===== config.mk =====
export PLATFORM = sky130hd
export DESIGN_NAME = mm_queue
export DESIGN_NICKNAME = d
export VERILOG_FILES = /design/src/hdl/mm_pkg.sv /design/src/hdl/mm_queue.sv
export SDC_FILE = /design/constraint.sdc
export NUM_CORES = 1
export LEC_CHECK = 0
export BUFFER_PORTS_ARGS = -buffer_cell sky130_fd_sc_hd__buf_2
export CAP_MARGIN = 20
export CORE_ASPECT_RATIO = 0.75
export CORE_UTILIZATION = 40
export CTS_CLUSTER_DIAMETER = 80
export CTS_CLUSTER_SIZE = 16
export DETAILED_ROUTE_END_ITERATION = 10
export RECOVER_POWER = 100
export SYNTH_ARGS = -nofsm -noshare
export SYNTH_HDL_FRONTEND = slang
export SYNTH_SLANG_ARGS = --single-unit

===== constraint.sdc =====
create_clock -name clk -period 5.95 [get_ports clk]
set_input_delay 0.2975 -clock clk [delete_from_list [all_inputs] [get_ports clk]]
set_output_delay 0.2975 -clock clk [all_outputs]
set_load 0.02 [all_outputs]

===== src/hdl/mm_pkg.sv =====
`default_nettype none
package mm_pkg;

	// Sizing
	localparam int MAX_DIM     = 8;
	localparam int FRAC_BITS   = 16;
	localparam int DIM_CAP     = (MAX_DIM < 8) ? MAX_DIM : 8;
	localparam int STORE_DEPTH = MAX_DIM * MAX_DIM;
	localparam int STORE_AW    = (STORE_DEPTH > 1) ? $clog2(STORE_DEPTH) : 1;
	localparam int IDX_W       = (DIM_CAP > 1) ? $clog2(DIM_CAP) : 1;
	localparam int DIM_W       = $clog2(DIM_CAP + 1);
	localparam int PROD_W      = 64;
	localparam int ACC_W       = PROD_W + $clog2(DIM_CAP) + 1;
	localparam int QDEPTH      = 4;
	localparam int QAW         = $clog2(QDEPTH);

	// Field widths
	localparam int FUNC_W = 2;
	localparam int POS_W  = 3;
	localparam int VAL_W  = 32;
	localparam int CFG_W  = 4;
	localparam int CFG_IW = 2;

	// func codes
	localparam logic [FUNC_W-1:0] FUNC_LOAD_A  = 2'd0;
	localparam logic [FUNC_W-1:0] FUNC_LOAD_B  = 2'd1;
	localparam logic [FUNC_W-1:0] FUNC_COMPUTE = 2'd2;

	// register indexes
	localparam logic [CFG_IW-1:0] REG_ROWS_A    = 2'd0;
	localparam logic [CFG_IW-1:0] REG_INNER_DIM = 2'd1;
	localparam logic [CFG_IW-1:0] REG_COLS_B    = 2'd2;

	localparam logic [CFG_W-1:0] DIM_RESET = 4'd8;

	typedef enum logic [1:0] {
		K_LOAD_A,
		K_LOAD_B,
		K_COMPUTE
	} kind_t;

	typedef struct packed {
		logic [FUNC_W-1:0]       func;
		logic [POS_W-1:0]        row_index;
		logic [POS_W-1:0]        col_index;
		logic signed [VAL_W-1:0] value;
	} in_word_t;

	typedef struct packed {
		logic [POS_W-1:0]        out_row;
		logic [POS_W-1:0]        out_col;
		logic signed [VAL_W-1:0] out_value;
		logic                    last;
	} out_word_t;

	typedef struct packed {
		logic [DIM_W-1:0] m;
		logic [DIM_W-1:0] n;
		logic [DIM_W-1:0] p;
	} dims_t;

	typedef struct packed {
		kind_t                kind;
		logic [STORE_AW-1:0]  addr;
		logic [VAL_W-1:0]     value;
	} entry_t;

	// 0 acts as 1, anything above the cap acts as the cap
	function automatic logic [DIM_W-1:0] eff_dim(input logic [CFG_W-1:0] v);
		logic [DIM_W-1:0] r;
		if (v == '0)
			r = DIM_W'(1);
		else if (32'(v) > DIM_CAP)
			r = DIM_W'(DIM_CAP);
		else
			r = DIM_W'(v);
		return r;
	endfunction

endpackage
`default_nettype wire


===== src/hdl/mm_queue.sv =====
`default_nettype none
module mm_queue (
	input  wire                  clk,
	input  wire                  arst_n,
	input  wire                  push,
	input  wire mm_pkg::entry_t  wr_entry,
	input  wire                  pop,
	output mm_pkg::entry_t       rd_entry,
	output logic                 full,
	output logic                 empty
);
	import mm_pkg::*;

	entry_t         slot_q [QDEPTH];
	logic [QAW-1:0] wr_ptr_q, rd_ptr_q;
	logic [QAW:0]   count_q;

	assign full     = (count_q == (QAW+1)'(QDEPTH));
	assign empty    = (count_q == '0);
	assign rd_entry = slot_q[rd_ptr_q];

	always_ff @(posedge clk) begin
		if (push)
			slot_q[wr_ptr_q] <= wr_entry;
	end

	always_ff @(posedge clk or negedge arst_n) begin
		if (!arst_n) begin
			wr_ptr_q <= '0;
			rd_ptr_q <= '0;
			count_q  <= '0;
		end else begin
			if (push)
				wr_ptr_q <= wr_ptr_q + QAW'(1);
			if (pop)
				rd_ptr_q <= rd_ptr_q + QAW'(1);
			case ({push, pop})
				2'b10:   count_q <= count_q + (QAW+1)'(1);
				2'b01:   count_q <= count_q - (QAW+1)'(1);
				default: count_q <= count_q;
			endcase
		end
	end

endmodule
`default_nettype wire


Yosys cells after proc, flatten, opt, wreduce, memory -nomap -nowiden
Memories as Yosys holds them, arrays and structs flattened.
Index checks and enable logic that the tools add are counted.
Storage, ports and cells
  register bits: 7
  bits of input ports: 44
  word-level logic and storage cells: 16
  bits in writable memories: 160
  memories: 1
  output and inout port bits: 42
Cells by class
  $add $sub $neg: 4
  equality and inequality tests: 3
  reduce and logical (&&, ||, !) cells: 2
  multiplexer cells: 3
Memories
  slot_q: depth 4, width 40, read ports 1, clocked after memory_dff 0, wr ports 1, RTL line mm_queue.sv:14  | entry_t slot_q [QDEPTH];
Operator list (count)
  case mux 3 bit (2 select lines): 1
  adder 2 x 1 -> 2 bit (second input constant): 2
  adder 3 x 1 -> 3 bit (second input constant): 1
  == test 3 bit (second input constant): 1
  zero test 3 bit: 1
  subtractor 3 x 1 -> 3 bit (second input constant): 1
  == test 2 x 1 -> 1 bit (second input constant): 1
  == test 2 bit (second input constant): 1
  two-way mux 1 bit: 2
  nonzero test 2 bit: 1

Longest topological paths before layout
  depth after elaboration: 2
  depth in mapped cells: 7
  depth with buffers taken out: 7

Worst setup path after synthesis
Ideal clock, no wire load.
  kind: register to register
  start point: reg wr_ptr_q[0]
  end point: mem slot_q[2][0] (netlist name) (enable)
  arrival: 1.589 ns
  cell stages (with the launch flop): 4
  period minus slack after synthesis: 1.990 ns
  path buffers: 0
  required time: 5.549 ns
  setup time: 0.401 ns
  path slack: 3.960 ns
  path through: dfrtp_1 > inv_1 > ha_1 > and2_1
RTL lines
  start, declared: RTL line mm_queue.sv:15  | logic [QAW-1:0] wr_ptr_q, rd_ptr_q;
  start signal, assigned: RTL line mm_queue.sv:34  | wr_ptr_q <= wr_ptr_q + QAW'(1);
  end, declared: RTL line mm_queue.sv:14
No word-level cell before the write port.

==> reports/qor.csv <==
metric,value,unit
grt_max_degree,43,
timing.hold.ws,0.0999,ns
intPower,2.50,mW
vdd_drop_max,278,uV
power_frac_seq,47.0,%
max-cap-violations,5,
setup_ws,2.12,ns
ys_seq_area_share,80.0,%
dp_cells,531,
dr.pass1.iters,4,
dr_total_vias,2774,
startpoint_type,flip-flop,
endpoint_kind,output pin,
max_stage_delay,2.11,ns
cts_buffer_depth,2,
power.leakage,2.31,nW
p_comb_share,25.9,%
cts_setup_buffers,0,
syn_area_per_cell,25.2,sq um
wl,10.7,mm
drive_above_1_share,19.5,%
clkSinkCount,167,
critical_path.slowest_cell,dfrtp_1,
avgViaCountPerCell,4.92,
grt_util_all_layers,14.5,%
cpLargestDelayFamily,flip-flops,
die_h,110,um
synth_top_area_share,77.2,%
fin_area,0.00726,sq mm
fin_crit_sh,64.4,%
clk_pin_slew,0.06,ns
num-fill-cells,1301,
violations,"capacitance limit, slew limit",
power,3.72,mW
cp.arrival,3.53,ns
crit_path_max_fanout,42,
synthCells,247,
slew_headroom,-75.6,%
finalHoldViolations,0,
grt_pass1_vias,2985,
cts_root_buf,clkbuf_16,
hold_path.class,in -> reg,
swShare,32.7,%
insertion_delay,0.42,ns
timing.setup.tns,0,ns
p_sw,1.22,mW
io_buffers,85,
place_ws,3.77,ns
dp_hpwl,6.18,mm
p_clk_share,27.1,%
final_cells,564,
synth-edff-count,160,
antenna_found_initial,0,
yosysTopAreaCell,edfxtp_1,
post-route-util,47.7,%
cts_tree,built,
cts_max_level,4,
dieWidth,146,um
crit_chain,mux4_2 > clkbuf_1,
grt_overflow,0,
ios,86,
outcome,finished with violations,
worstSetupPathType,reg -> out,
grt_setup_unrepaired,no,
synth_common_cells,"edfxtp_1, mux4_2, dfrtp_1",
post-route-min-period,3.83,ns
yosys_most_used_dff,edfxtp_1,
cts_hold_buf,1,
fin_skew,0.00907,ns
yosysWarnings,0,
antenna_left,0,
placementRows,39,
grt_pass1_wl,16.5,mm
place_area,0.00683,sq mm
syn2layout_area_growth,16.6,%
cp_num_buf_inv,1,
start_util,40.9,%
fmax,0.261,GHz
drt_iter0_markers,153,
synth_most_common_cell,edfxtp_1,
synth_seq_cells,167,
routedWlPerCell,19.0,um
die_area,0.0161,sq mm
final_nets,396,
gp_congestion,0.641,
drc,0,
cts_resized,0,
synth_area_leaders,"edfxtp_1, mux4_2, dfrtp_1",
netlist_area,0.00622,sq mm
required,5.65,ns
ys_types,19,
final-setup-viol-count,0,
cts_made_buffers,17,
power.density,512,mW/mm^2
tightest_slew,2.63,ns
synth_fp_nets,297,
core-area,0.0152,sq mm
timing_max_transition_violations_final,142,
async_flop_share,4.19,%
num_antenna_cells,0,
cell type report:
class / count / area [sq um] / area share, %
multi-input combinational: 64 / 1100 / 15.2
clock buffer: 18 / 429 / 5.91
clock inverter: 14 / 118 / 1.62
timing repair buffer: 90 / 345 / 4.76
sequential: 167 / 4980 / 68.6
inverter: 6 / 22.5 / 0.310
tap: 205 / 256 / 3.53
worst paths after layout:
| kind | start | endpoint | slack (ns) | cells after the start |
|---|---|---|---|---|
| hold / removal | pop | rd_ptr_q[0] | 0.1 | 2 |
| max in group asynchronous | arst_n | rd_ptr_q[1] | 5.36 | 2 |
| hold reg to reg | count_q[1] | count_q[1] | 0.51 | 2 |
| setup reg to reg | wr_ptr_q[0] | slot_q[0][8] | 2.60 | 4 |
| min in group asynchronous | arst_n | count_q[2] | 0.31 | 2 |
| setup / recovery | rd_ptr_q[0] | rd_entry[34] | 2.12 | 2 |
logic make-up (layout without fill, tap and decap cells):
kind of cell	Yosys count	in the layout	synth area share [%]
AND/OR/NAND/NOR	10	10	0.824
adder cells (fa/ha/maj)	6	6	1.33
flip-flops	167	167	80.0
XOR/XNOR	6	6	0.845
multiplexers	40	40	14.6
AO/OA/AOI/OAI	2	2	0.161
buffers and inverters	16	128	2.21
flip-flops by register name, indices dropped and copies added (netlist names):
signal / cells
wr_ptr_q: 2
slot_q: 160
count_q: 3
rd_ptr_q: 2
cell usage in the layout (no fill, tap or decap), types with 3 or more instances in the layout:
cell | netlist | final
inv_8 | 0 | 3
xor2_1 | 4 | 4
clkinvlp_4 | 0 | 3
edfxtp_1 | 160 | 160
clkinv_4 | 0 | 3
ha_1 | 5 | 5
mux4_2 | 38 | 38
and2_0 | 0 | 4
inv_6 | 0 | 3
clkbuf_1 | 1 | 89
dfrtp_1 | 7 | 6
clkbuf_16 | 0 | 17
nand2_1 | 3 | 3
inv_1 | 6 | 6
power by group through the flow:
stage / Combinational (mW) / Sequential (mW) / Clock, mW
after global placement: 1.01 / 1.77 / 0
after global routing: 1.04 / 1.79 / 1.08
after floorplan: 0.886 / 1.61 / 0
final: 0.963 / 1.75 / 1.01
after CTS: 1.03 / 1.76 / 1.03
after detailed placement: 1.02 / 1.78 / 0
metal layers:
metal  GRT usage, %  share of wire, %
met3           4.90               5.7
met2           24.1                50
met5              0                 0
met4           4.69               1.0
met1           18.2                44
Power figures use the tool's default switching activity.
