File: src/hdl/mm_pkg.sv
`default_nettype none
package mm_pkg;

	// Sizing
	localparam int MAX_DIM     = 8;
	localparam int FRAC_BITS   = 16;
	localparam int DIM_CAP     = (MAX_DIM < 8) ? MAX_DIM : 8;
	localparam int STORE_DEPTH = MAX_DIM * MAX_DIM;
	localparam int STORE_AW    = (STORE_DEPTH > 1) ? $clog2(STORE_DEPTH) : 1;
	localparam int IDX_W       = (DIM_CAP > 1) ? $clog2(DIM_CAP) : 1;
	localparam int DIM_W       = $clog2(DIM_CAP + 1);
	localparam int PROD_W      = 64;
	localparam int ACC_W       = PROD_W + $clog2(DIM_CAP) + 1;
	localparam int QDEPTH      = 4;
	localparam int QAW         = $clog2(QDEPTH);

	// Field widths
	localparam int FUNC_W = 2;
	localparam int POS_W  = 3;
	localparam int VAL_W  = 32;
	localparam int CFG_W  = 4;
	localparam int CFG_IW = 2;

	// func codes
	localparam logic [FUNC_W-1:0] FUNC_LOAD_A  = 2'd0;
	localparam logic [FUNC_W-1:0] FUNC_LOAD_B  = 2'd1;
	localparam logic [FUNC_W-1:0] FUNC_COMPUTE = 2'd2;

	// register indexes
	localparam logic [CFG_IW-1:0] REG_ROWS_A    = 2'd0;
	localparam logic [CFG_IW-1:0] REG_INNER_DIM = 2'd1;
	localparam logic [CFG_IW-1:0] REG_COLS_B    = 2'd2;

	localparam logic [CFG_W-1:0] DIM_RESET = 4'd8;

	typedef enum logic [1:0] {
		K_LOAD_A,
		K_LOAD_B,
		K_COMPUTE
	} kind_t;

	typedef struct packed {
		logic [FUNC_W-1:0]       func;
		logic [POS_W-1:0]        row_index;
		logic [POS_W-1:0]        col_index;
		logic signed [VAL_W-1:0] value;
	} in_word_t;

	typedef struct packed {
		logic [POS_W-1:0]        out_row;
		logic [POS_W-1:0]        out_col;
		logic signed [VAL_W-1:0] out_value;
		logic                    last;
	} out_word_t;

	typedef struct packed {
		logic [DIM_W-1:0] m;
		logic [DIM_W-1:0] n;
		logic [DIM_W-1:0] p;
	} dims_t;

	typedef struct packed {
		kind_t                kind;
		logic [STORE_AW-1:0]  addr;
		logic [VAL_W-1:0]     value;
	} entry_t;

	// 0 acts as 1, anything above the cap acts as the cap
	function automatic logic [DIM_W-1:0] eff_dim(input logic [CFG_W-1:0] v);
		logic [DIM_W-1:0] r;
		if (v == '0)
			r = DIM_W'(1);
		else if (32'(v) > DIM_CAP)
			r = DIM_W'(DIM_CAP);
		else
			r = DIM_W'(v);
		return r;
	endfunction

endpackage
`default_nettype wire

File: src/hdl/mm_front.sv
`default_nettype none
module mm_front (
	input  wire                         clk,
	input  wire                         arst_n,
	input  wire                         start,
	input  wire mm_pkg::in_word_t       cmd,
	input  wire                         full,
	input  wire                         wr_en,
	input  wire [mm_pkg::CFG_IW-1:0]    wr_index,
	input  wire [mm_pkg::CFG_W-1:0]     wr_data,
	output logic                        push,
	output mm_pkg::entry_t              entry,
	output mm_pkg::dims_t               dims
);
	import mm_pkg::*;

	logic [CFG_W-1:0] rows_a_q, inner_dim_q, cols_b_q;
	logic             accept, in_range;

	always_ff @(posedge clk or negedge arst_n) begin
		if (!arst_n) begin
			rows_a_q    <= DIM_RESET;
			inner_dim_q <= DIM_RESET;
			cols_b_q    <= DIM_RESET;
		end else if (wr_en) begin
			case (wr_index)
				REG_ROWS_A:    rows_a_q    <= wr_data;
				REG_INNER_DIM: inner_dim_q <= wr_data;
				REG_COLS_B:    cols_b_q    <= wr_data;
				default: ;
			endcase
		end
	end

	assign dims.m = eff_dim(rows_a_q);
	assign dims.n = eff_dim(inner_dim_q);
	assign dims.p = eff_dim(cols_b_q);

	assign accept   = start && !full;
	assign in_range = (32'(cmd.row_index) < MAX_DIM) && (32'(cmd.col_index) < MAX_DIM);

	// classify; unused func and out-of-range loads are dropped here
	always_comb begin
		entry.addr  = STORE_AW'(cmd.row_index) * STORE_AW'(MAX_DIM) + STORE_AW'(cmd.col_index);
		entry.value = cmd.value;
		entry.kind  = K_COMPUTE;
		push        = 1'b0;
		case (cmd.func)
			FUNC_LOAD_A: begin
				entry.kind = K_LOAD_A;
				push       = accept && in_range;
			end
			FUNC_LOAD_B: begin
				entry.kind = K_LOAD_B;
				push       = accept && in_range;
			end
			FUNC_COMPUTE: begin
				entry.kind = K_COMPUTE;
				push       = accept;
			end
			default: push = 1'b0;
		endcase
	end

endmodule
`default_nettype wire

File: config.mk
export PLATFORM = sky130hd
export DESIGN_NAME = mm_front
export DESIGN_NICKNAME = d
export VERILOG_FILES = /design/src/hdl/mm_pkg.sv /design/src/hdl/mm_front.sv
export SDC_FILE = /design/constraint.sdc
export NUM_CORES = 1
export LEC_CHECK = 0
export ABC_AREA = 1
export BUFFER_PORTS_ARGS = -buffer_cell sky130_fd_sc_hd__buf_2
export CAP_MARGIN = 20
export CORE_MARGIN = 4
export CORE_UTILIZATION = 36
export DETAILED_ROUTE_END_ITERATION = 7
export PLACE_DENSITY = 0.86
export SETUP_SLACK_MARGIN = 0.02
export SLEW_MARGIN = 20
export SYNTH_ARGS = -nofsm -noshare
export SYNTH_HDL_FRONTEND = slang
export SYNTH_SLANG_ARGS = --single-unit
File: constraint.sdc
create_clock -name clk -period 1.77 [get_ports clk]
set_input_delay 0.177 -clock clk [delete_from_list [all_inputs] [get_ports clk]]
set_output_delay 0.177 -clock clk [all_outputs]
set_load 0.01 [all_outputs]
**After elaboration in Yosys (flattened, before gate mapping)**

Cells that the tools add are included.

- Bits in registers: 12
- Input port bits: 51
- Output and inout bits: 53

- Add/subtract/negate cells: 1
- Order comparisons: 3
- Eq/ne operators: 4
- Multiplexer cells: 8
- Reduce and logical (&&, ||, !) cells: 11

Operators with widths:

| operator | number |
|---|---|
| two-way mux 4 bit | 6 |
| greater-than comparator 4 bit, second input constant | 3 |
| logical NOT 4 bit | 3 |
| adder 6 x 3 -> 6 bit | 1 |
| AND reduction 2 bit | 3 |
| == test 2 x 1 -> 1 bit, second input constant | 2 |
| == test 2 bit, second input constant | 2 |
| logical NOT 2 bit | 2 |
| one-hot mux 2 bit (2 select lines) | 1 |
| OR reduction 3 bit | 1 |
| logical AND 1 bit | 1 |
| logical NOT 1 bit | 1 |
| two-way mux 1 bit | 1 |

**Depth between registers and ports, before layout**

- Depth after elaboration: 3
- Gate-level depth with buffers: 4
- Depth with buffers taken out: 4

**Worst setup path after synthesis**

No wires, ideal clock.

- Kind: register to output
- Start point: reg cols_b_q[1]
- End point: out dims[1] (netlist bit)
- Arrival: 0.760 ns
- Path slack: 0.833 ns
- Stages on the path, launching flop included: 4
- Path buffers: 0
- Cell sequence: dfrtp_1 nor2_1 nand2_1 a21oi_1

RTL lines:

| item | RTL line | RTL |
|---|---|---|
| start: declaration | mm_front.sv:17 | `logic [CFG_W-1:0] rows_a_q, inner_dim_q, cols_b_q;` |
| start signal: assignment | mm_front.sv:29 | `REG_COLS_B: cols_b_q <= wr_data;` |
| end: declaration | mm_front.sv:13 | `output mm_pkg::dims_t dims` |

==> reports/qor.yml <==
status:
  status: "finished, final reports clean"
clocking:
  insertion_delay_ns: 0.27
  cts_root_buf: "clkbuf_4"
  clock-sinks: 12
  post-cts-setup-buffers: 0
  cts.clk_slew.worst_paths_ns: 0.07
  htreeDepth: 1
  cts_buffers: 3
  cts_tree: "done"
  cts_buffer_depth: 2
drt:
  drt_first_pass_iters: 4
  drcViolationCount: 0
  wl_per_cell_um: 12.4
  detail-route-antenna-nets: 0
  drt_iter0_markers: 14
  via_count: 652
  wirelength_um: 1750
  vias_per_cell: 4.62
setup_path:
  critical_path.startpoint_type: "flip-flop"
  worst_ep_arrival_time_ns: 1.14
  r2r-end: "cols_b_q[3]"
  end_kind: "output port"
  crit_fanout: 3
  reg2reg_depth: 2
  rrSetupSlack_ns: 1.00
  critPathKind: "reg2out"
  reg2reg_from: "cols_b_q[3]"
  worstPathRequired_ns: 1.59
floorplanning:
  die_x_um: 58.0
  io_pins: 104
  die_y_um: 58.0
  die_area_um2: 3370
  fp-row-count: 17
  core-area_um2: 2300
  initial_core_util_pct: 39.2
sta:
  setup_tns_ns: 0
  hold_viol_final: 0
  relSlewSlack_pct: 82.3
  finalCritPeriodShare_pct: 74.6
  clock_skew_ns: 0
  fin_crit_ns: 1.32
  grt_setup_unrepaired: "false"
  drv_slew: 0
  max_clock_freq_ghz: 0.758
  worst_slew_pin_slew_ns: 0.266
  setup-violations-final: 0
power:
  power_density_nw_per_um2: 973
  p_total_uw: 795
  irDropWorstVdd_mv: 0.341
  p_leak_nw: 0.471
finish:
  diodes: 0
  seq_area_um2: 304
  area_delta_synth_final_pct: -9.31
  drive_above_1_share_pct: 31.9
  n_fill_cell: 261
  nets: 165
  multi_input_area_um2: 236
  final_area_um2: 817
placed_design:
  post_dp_cell_area_um2: 771
  numPortBuffers: 27
  gp_congestion: 0.781
  place_hpwl_um: 1460
global_route:
  gr-total-overflow: 0
  grt_pass1_wl_um: 2730
  antenna_found_initial: 0
  grt_pass1_vias: 622
  grt_max_degree: 13
  grt.total_usage_pct: 10.6
logic_synthesis:
  yosys.area.top_type: "buf_4"
  synth_area_leaders: "buf_4, dfrtp_1, dfstp_2"
  synthCells: 123
  synth.yosys.seq_area_share_pct: 33.8
  avgSynthCellArea_um2: 7.32
  netlist_area_um2: 901
  yosys_warnings: 0
  ys_ff_latch: 12
  synth_nets: 174
  yosysUniqueCellTypes: 13
  yosys.area.top_type_share_pct: 31.7
min_path:
  min_path_cells: 3
  whs_endpoint: "inner_dim_q[3]"
  min-delay-start: "wr_data[3]"
  min_path_type: "in2reg"
run:
  drv_cap: 0
==> how the worst max path moves through the flow <==
stage | to | depth (start not counted) | start | slack [ns]
2_1_floorplan | dims[1] | 3 | cols_b_q[1] | 0.83
3_3_place_gp | dims[5] | 4 | inner_dim_q[1] | 0.77
3_5_place_dp | dims[1] | 4 | cols_b_q[1] | 0.75
4_1_cts | dims[1] | 4 | cols_b_q[1] | 0.45
5_1_grt | dims[9] | 4 | rows_a_q[1] | 0.34
6_report | dims[1] | 4 | cols_b_q[1] | 0.45
==> worst max-delay path: stages (launching register included) <==
cell and delay [ns]:
dfrtp_1 0.40, nor2_1 0.15, nand2_1 0.07, a21oi_1 0.12, buf_2 0.14
==> cell type report <==
type	count	area share, %
clock buffers	4	4.44
inverters	16	7.35
multi-input cells	53	28.9
flip-flops and latches	12	37.2
well taps	28	4.29
repair buffers	28	17.8
==> cell usage in the layout (no fill, tap or decap) <==
master	count
a21oi_1	3
buf_2	27
clkbuf_4	3
clkbuf_8	1
dfrtp_1	9
dfstp_2	3
dlygate4sd3_1	1
inv_1	16
nand2_1	21
nand3_1	1
nand3_2	2
nand4_1	4
nor2_1	14
o21ai_0	4
o21ai_1	4
==> cell usage after synthesis <==
cell type	instances
nor2_1	14
o21ai_1	4
o21ai_0	4
buf_4	38
nand4_1	4
clkbuf_1	4
nand3_1	1
a21oi_1	3
inv_1	16
dfrtp_1	9
dfstp_2	3
nand3_2	2
nand2_1	21
==> metal layers <==
| layer | vias up | GRT usage [%] | part of all wire (%) |
|---|---|---|---|
| met4 | 0 | 8.94 | 5.6 |
| li1 | 315 | - | - |
| met1 | 280 | 11.1 | 38 |
| met5 | - | 0 | 0 |
| met3 | 14 | 6.01 | 15 |
| met2 | 43 | 15.2 | 42 |
==> where the power goes <==
group | leakage (nW) | switching, mW | internal (mW) | total (mW)
logic | 0.307 | 0.124 | 0.0918 | 0.216
clock network | 0.0210 | 0.0886 | 0.125 | 0.213
registers | 0.144 | 0.0393 | 0.327 | 0.366
total | 0.471 | 0.252 | 0.543 | 0.795
==> cell families after synthesis <==
group	count (synthesis)	synth area share [%]
buf+inv	58	40.0
simple gates	42	20.1
flops	12	33.8
compound gates	11	6.11
==> registers in the layout, indices dropped and copies added, names as in the netlist <==
name and flops:
cols_b_q 4, rows_a_q 4, inner_dim_q 4
==> timing repair <==
| action | in CTS | in global routing |
|---|---|---|
| endpoints found under the hold margin | 9 | 0 |
| gates resized for setup | 0 | 0 |
| hold buffers | 1 | 0 |
==> metrics by stage <==
| stage | hold slack, ns | util, % | cells | setup WS [ns] |
|---|---|---|---|---|
| after global routing | 0.147 | 35.6 | 141 | 0.337 |
| after detailed placement | 0.0638 | 33.6 | 136 | 0.753 |
| final | 0.148 | 35.6 | 141 | 0.450 |
| after global placement | 0.0599 | 33.6 | 136 | 0.766 |
| after floorplan | -0.119 | - | 123 | 0.833 |
| after CTS | 0.144 | 35.6 | 141 | 0.455 |
Note: power is estimated with default switching activity, not from simulation.
